### src/sv/ussid_pkg.sv
// ============================================================================
// ussid_pkg: shared types and constants for the unique station/name table
// Holds the table geometry, the search key layout, the token that walks the
// cell chain and the result status codes.
// ============================================================================
package ussid_pkg;

    // Table geometry
    localparam int TABLE_DEPTH    = 64;
    localparam int IDX_W          = (TABLE_DEPTH > 1) ? $clog2(TABLE_DEPTH) : 1;
    localparam int CNT_W          = $clog2(TABLE_DEPTH + 1);

    // Item field widths
    localparam int ADDR_W         = 48;
    localparam int LEN_W          = 6;
    localparam int WORD_W         = 64;
    localparam int NAME_WORDS     = 4;
    localparam int NAME_W         = WORD_W * NAME_WORDS;
    localparam int MAX_NAME_BYTES = NAME_W / 8;

    // Result field widths
    localparam int STATUS_W       = 3;
    localparam int OUT_IDX_W      = 6;
    localparam int OUT_CNT_W      = 7;

    // Command codes carried in tuser
    localparam logic CMD_INSERT   = 1'b0;
    localparam logic CMD_CLEAR    = 1'b1;

    // Result status codes
    localparam logic [STATUS_W-1:0] STATUS_ADDED     = 3'd0;
    localparam logic [STATUS_W-1:0] STATUS_DUPLICATE = 3'd1;
    localparam logic [STATUS_W-1:0] STATUS_SKIPPED   = 3'd2;
    localparam logic [STATUS_W-1:0] STATUS_FULL      = 3'd3;
    localparam logic [STATUS_W-1:0] STATUS_CLEARED   = 3'd4;

    // Search key: name bytes beyond the length are already zero, byte 0 on top.
    typedef struct packed {
        logic [ADDR_W-1:0] addr;
        logic [LEN_W-1:0]  len;
        logic [NAME_W-1:0] name;
    } key_t;

    // Token handed from cell to cell during a search.
    typedef struct packed {
        logic             valid;
        logic             found;
        logic [IDX_W-1:0] index;
    } token_t;

endpackage

### src/sv/ussid_cell.sv
// ============================================================================
// ussid_cell: one table entry with its compare stage
// Stores one (address, length, name) entry and passes the search token on to
// the next cell, marking it with this cell's index on the first match.
// ============================================================================
module ussid_cell (
    input  logic                   aclk,
    input  logic                   aresetn,
    input  logic [ussid_pkg::IDX_W-1:0] cell_index,
    input  ussid_pkg::key_t        key,
    input  logic [ussid_pkg::CNT_W-1:0] count,
    input  logic                   wr_en,
    input  logic [ussid_pkg::IDX_W-1:0] wr_index,
    input  ussid_pkg::token_t      tok_in,
    output ussid_pkg::token_t      tok_out
);
    import ussid_pkg::*;

    key_t   entry_reg;
    token_t tok_reg;
    token_t tok_next;
    logic   occupied;
    logic   hit;

    // The entry counts only while it lies below the fill count.
    assign occupied = CNT_W'(cell_index) < count;
    assign hit      = occupied && (entry_reg == key);

    // Claim the token on the first matching entry in index order.
    always_comb begin
        tok_next = tok_in;
        if (tok_in.valid && !tok_in.found && hit) begin
            tok_next.found = 1'b1;
            tok_next.index = cell_index;
        end
    end

    // Token stage toward the next cell.
    always_ff @(posedge aclk) begin
        if (!aresetn) begin
            tok_reg <= '0;
        end else begin
            tok_reg <= tok_next;
        end
    end

    // Entry storage, written only when a new pair is appended here.
    always_ff @(posedge aclk) begin
        if (wr_en && (wr_index == cell_index)) begin
            entry_reg <= key;
        end
    end

    assign tok_out = tok_reg;

endmodule

### config.mk
export PLATFORM = sky130hd
export DESIGN_NAME = ussid_cell
export DESIGN_NICKNAME = d
export VERILOG_FILES = /design/src/sv/ussid_pkg.sv /design/src/sv/ussid_cell.sv
export SDC_FILE = /design/constraint.sdc
export NUM_CORES = 1
export LEC_CHECK = 0
export BUFFER_PORTS_ARGS = -buffer_cell sky130_fd_sc_hd__buf_2
export CORE_MARGIN = 3
export CORE_UTILIZATION = 48
export DETAILED_ROUTE_END_ITERATION = 8
export PLACE_DENSITY = 0.79
export SYNTH_ARGS = -nofsm -noshare
export SYNTH_HDL_FRONTEND = slang
export SYNTH_SLANG_ARGS = --single-unit
### constraint.sdc
create_clock -name aclk -period 31.4 [get_ports aclk]
set_input_delay 1.57 -clock aclk [delete_from_list [all_inputs] [get_ports aclk]]
set_output_delay 1.57 -clock aclk [all_outputs]
set_load 0.05 [all_outputs]
# Word-level counts from Yosys, hierarchy flattened
# Index checks and enable logic that the tools add are counted.
# classes
n_lt_le_gt_ge,1
eq_ne,2
mux,1
n_reduce_logical,5
# op_table
cell,count
310-bit equality test,1
6-bit by 7-bit < comparator with 1-bit output,1
7-bit two-way mux,1
6-bit equality test,1
1-bit logical AND,4
1-bit zero test,1
# totals
in_bits,340
out_inout_bits,8
register_bits,318
wordCells,15

# Logic depth before layout (Yosys ltp)
# depth
ltp_word,4
mapped_depth,10
depth_no_buf,9

# Least setup slack after synthesis
# OpenSTA, ideal clock, no wires.
# synth_path
path_kind,input port to flip-flop
start,in cell_index[5] (netlist name)
end,"reg entry_reg[0] (netlist name), enable pin"
setup_slack_ns,-1.402
required_time_ns,29.662
n_path_buf,0
setup_ns,1.738
cell_stages,2
arrival_time_ns,31.064
cell_sequence,xor2_1 -> nor4_1
# synth_via
elab_chain_len,2
# synth_rtl
element,line_no,source
from (decl),ussid_cell.sv:9,"input logic [ussid_pkg::IDX_W-1:0] cell_index,"
6-bit equality test,ussid_cell.sv:49,if (wr_en && (wr_index == cell_index)) begin
1-bit logical AND,ussid_cell.sv:49,
to (signal assigned),ussid_cell.sv:50,entry_reg <= key;
to (decl),ussid_cell.sv:19,key_t entry_reg;
# Every way passes these cells.
# A chain may end at the register's enable or synchronous reset.

# Worst setup path after layout
# layout_path
start,in cell_index[0] (netlist name)
end,"reg entry_reg[242] (netlist name), enable pin"
# The elaborated chain is that of the path after synthesis.

==> flow_metrics.py <==
metrics = {
    "worst_setup_path": {
        "crit_type": "primary input to register",
        "critical_path.startpoint": "cell_index[0]",
        "crit_arrival_ns": 4.66,
        "crit_top_cell": "buf_4",
        "max_stage_delay_ns": 1.01,
        "crit_chain": "buf_2 > xnor2_1 > nand4_1 > nor4_4 > buf_4 > buf_12 > buf_4",
        "cp-start-kind": "primary input",
        "endpoint_kind": "register",
        "r2r_start": "entry_reg[153]",
        "cp_slowest_cell": "buf_4",
        "worstPathRequired_ns": 31.52,
        "worstPathMaxFanout": 196,
    },
    "clocking": {
        "htree_levels": 2,
        "cts_buffers": 36,
        "clock_latency_ns": 0.52,
        "cts_hold_buf": 0,
        "postCtsResizedCells": 0,
        "clk_pin_slew_ns": 0.06,
        "cts_setup_buffers": 0,
        "cts_tree": "yes",
        "cts_sinks": 318,
        "cts-root-buf": "clkbuf_16",
        "clock_path_buffers": 3,
    },
    "final_layout": {
        "largest_reg_flops": 310,
        "layout_commonest_cell": "buf_2",
        "mostFrequentLayoutCells": "buf_2, edfxtp_1, xnor2_1",
        "fin_nets": 1673,
        "drive_gt1_share_pct": 30.4,
        "area.growth.synth_to_final_pct": 24.8,
        "finalNonFillerCells": 1743,
    },
    "yosys": {
        "synth_ff_type": "edfxtp_1",
        "synth_nets": 1288,
        "synthCells": 943,
        "synth_cell_types": 38,
        "yosysTopAreaCell": "edfxtp_1",
        "postSynth.asyncResetShare_pct": 0,
        "syn_area_per_cell_sq_um": 14.8,
        "synth_area_leaders": "edfxtp_1, xnor2_1, nor2b_1, nand2b_1, a2111o_1",
        "yosysTopAreaCellShare_pct": 66.8,
        "syn_area_sq_mm": 0.0139,
        "yosysSeqAreaShare_pct": 67.9,
        "yosys_warnings": 0,
        "synth-edff-count": 310,
        "synth-seq-cells": 318,
    },
    "pwr": {
        "ir_worst_vdd_mv": 0.0447,
        "powerDensity_mw_per_mm2": 55.3,
        "leakagePower_nw": 6.36,
        "power_mw": 0.962,
    },
    "detailed_routing": {
        "vias_per_cell": 5.33,
        "finalWirelength_microns": 36600,
        "drt-pass1-iter-count": 4,
        "wl_per_cell_microns": 21.0,
        "drcViolationCount": 0,
        "vias": 9298,
        "drt_iter0_drc": 750,
        "ant_nets": 0,
    },
    "sta": {
        "hold_viol": 0,
        "post-route-period-util_pct": 14.5,
        "holdWs_ns": 1.01,
        "fin_crit_ns": 4.54,
        "fin_skew_ns": 0.0213,
        "slew_headroom_pct": 19.0,
        "slew_violations": 0,
        "rsz0062_at_grt": "no",
        "worst_slew_pin_slew_ns": 1.21,
        "worst_slack_ns": 26.86,
        "fin_setup_tns_ns": 0,
        "timing.fmax_mhz": 220,
        "setup-violations-final": 0,
    },
    "die": {
        "initial_utilization_pct": 49.4,
        "die_area_sq_mm": 0.0311,
        "ios": 348,
        "row_count": 61,
        "die_x_microns": 176,
        "die_h_microns": 176,
        "coreArea_sq_mm": 0.0282,
    },
    "worst_hold_path": {
        "min_from": "entry_reg[20]",
        "min_path_type": "register to register",
    },
    "grt": {
        "track_usage_pct": 23.0,
        "overflow": 0,
        "grt_pass1_vias": 9491,
        "grt_pass1_wl_microns": 54300,
        "antenna_found_initial": 22,
        "grt_max_degree": 197,
    },
    "placed_design": {
        "placed_cells": 1668,
        "dpl.hpwl_microns": 28400,
        "place_ws_ns": 26.41,
        "port-buffer-count": 347,
        "globalplace.congestion": 0.851,
    },
    "run_status": {
        "outcome": "finished clean",
    },
    "job": {
        "cap_violations": 0,
    },
}
==> stage by stage <==
stage          utilization (%)  instance area [sq um]
2_1_floorplan                -                  13900
3_3_place_gp              57.3                  16200
3_5_place_dp              57.3                  16200
4_1_cts                   61.5                  17400
5_1_grt                   61.6                  17400
6_report                  61.6                  17400
==> cells in the mapped netlist, types with 6 or more instances <==
cell	number
edfxtp_1	310
xnor2_1	150
nor2b_1	88
inv_1	77
nand2b_1	61
nand4_1	51
nor4_1	33
xor2_1	31
a2111o_1	30
o2111ai_1	22
o22ai_1	21
a21oi_1	8
dfxtp_1	8
o31ai_1	6
==> layer usage <==
layer	share of wire [%]	routed length [microns]	global-route usage (%)	up-vias
met5	0.39	144	0	-
met4	2.4	891	6.45	24
met3	9.0	3290	6.84	80
met2	48	17500	37.4	354
met1	40	14800	30.2	4498
li1	-	-	-	4342
==> worst paths after layout <==
| check | endpoint | slack [ns] | cells after the start |
|---|---|---|---|
| setup / recovery | entry_reg[242] | 26.86 | 7 |
| setup reg to reg | tok_out[5] | 28.28 | 7 |
| hold / removal | tok_out[0] | 1.01 | 7 |
| hold reg to reg | tok_out[0] | 1.01 | 7 |
==> cell families (layout without fill, tap and decap cells) <==
kind of cell,count (synthesis),count (layout),share of synthesized area [%]
buffers and inverters,80,491,2.17
xor gates and xnor gates,181,181,11.4
DFF,318,318,67.9
adders and majority gates,5,5,0.449
and+or+nand+nor,258,258,11.9
other,0,11,0
AOI/OAI and AO/OA,101,101,6.22
==> worst max-delay path, delay by kind of cell <==
family        cells  cell delay [ns]
buf+inv           4             2.20
simple gates      2             0.33
xor+xnor          1             0.21
==> where the power goes <==
| group | leakage [nW] | switching [mW] | internal (mW) |
|---|---|---|---|
| Clock | 0.566 | 0.168 | 0.254 |
| Sequential | 2.86 | 0.00216 | 0.471 |
| Combinational | 2.94 | 0.0343 | 0.0328 |
==> area by class of cell <==
cell class	instances	area, sq um
antenna	11	27.5
clock buffer	43	970
clock inverter	21	216
fill	2222	10800
inverter	77	289
multi-input combinational	545	4190
sequential	318	9470
tap	378	473
timing repair buffer	350	1770
(Power assumes the default switching activity.)
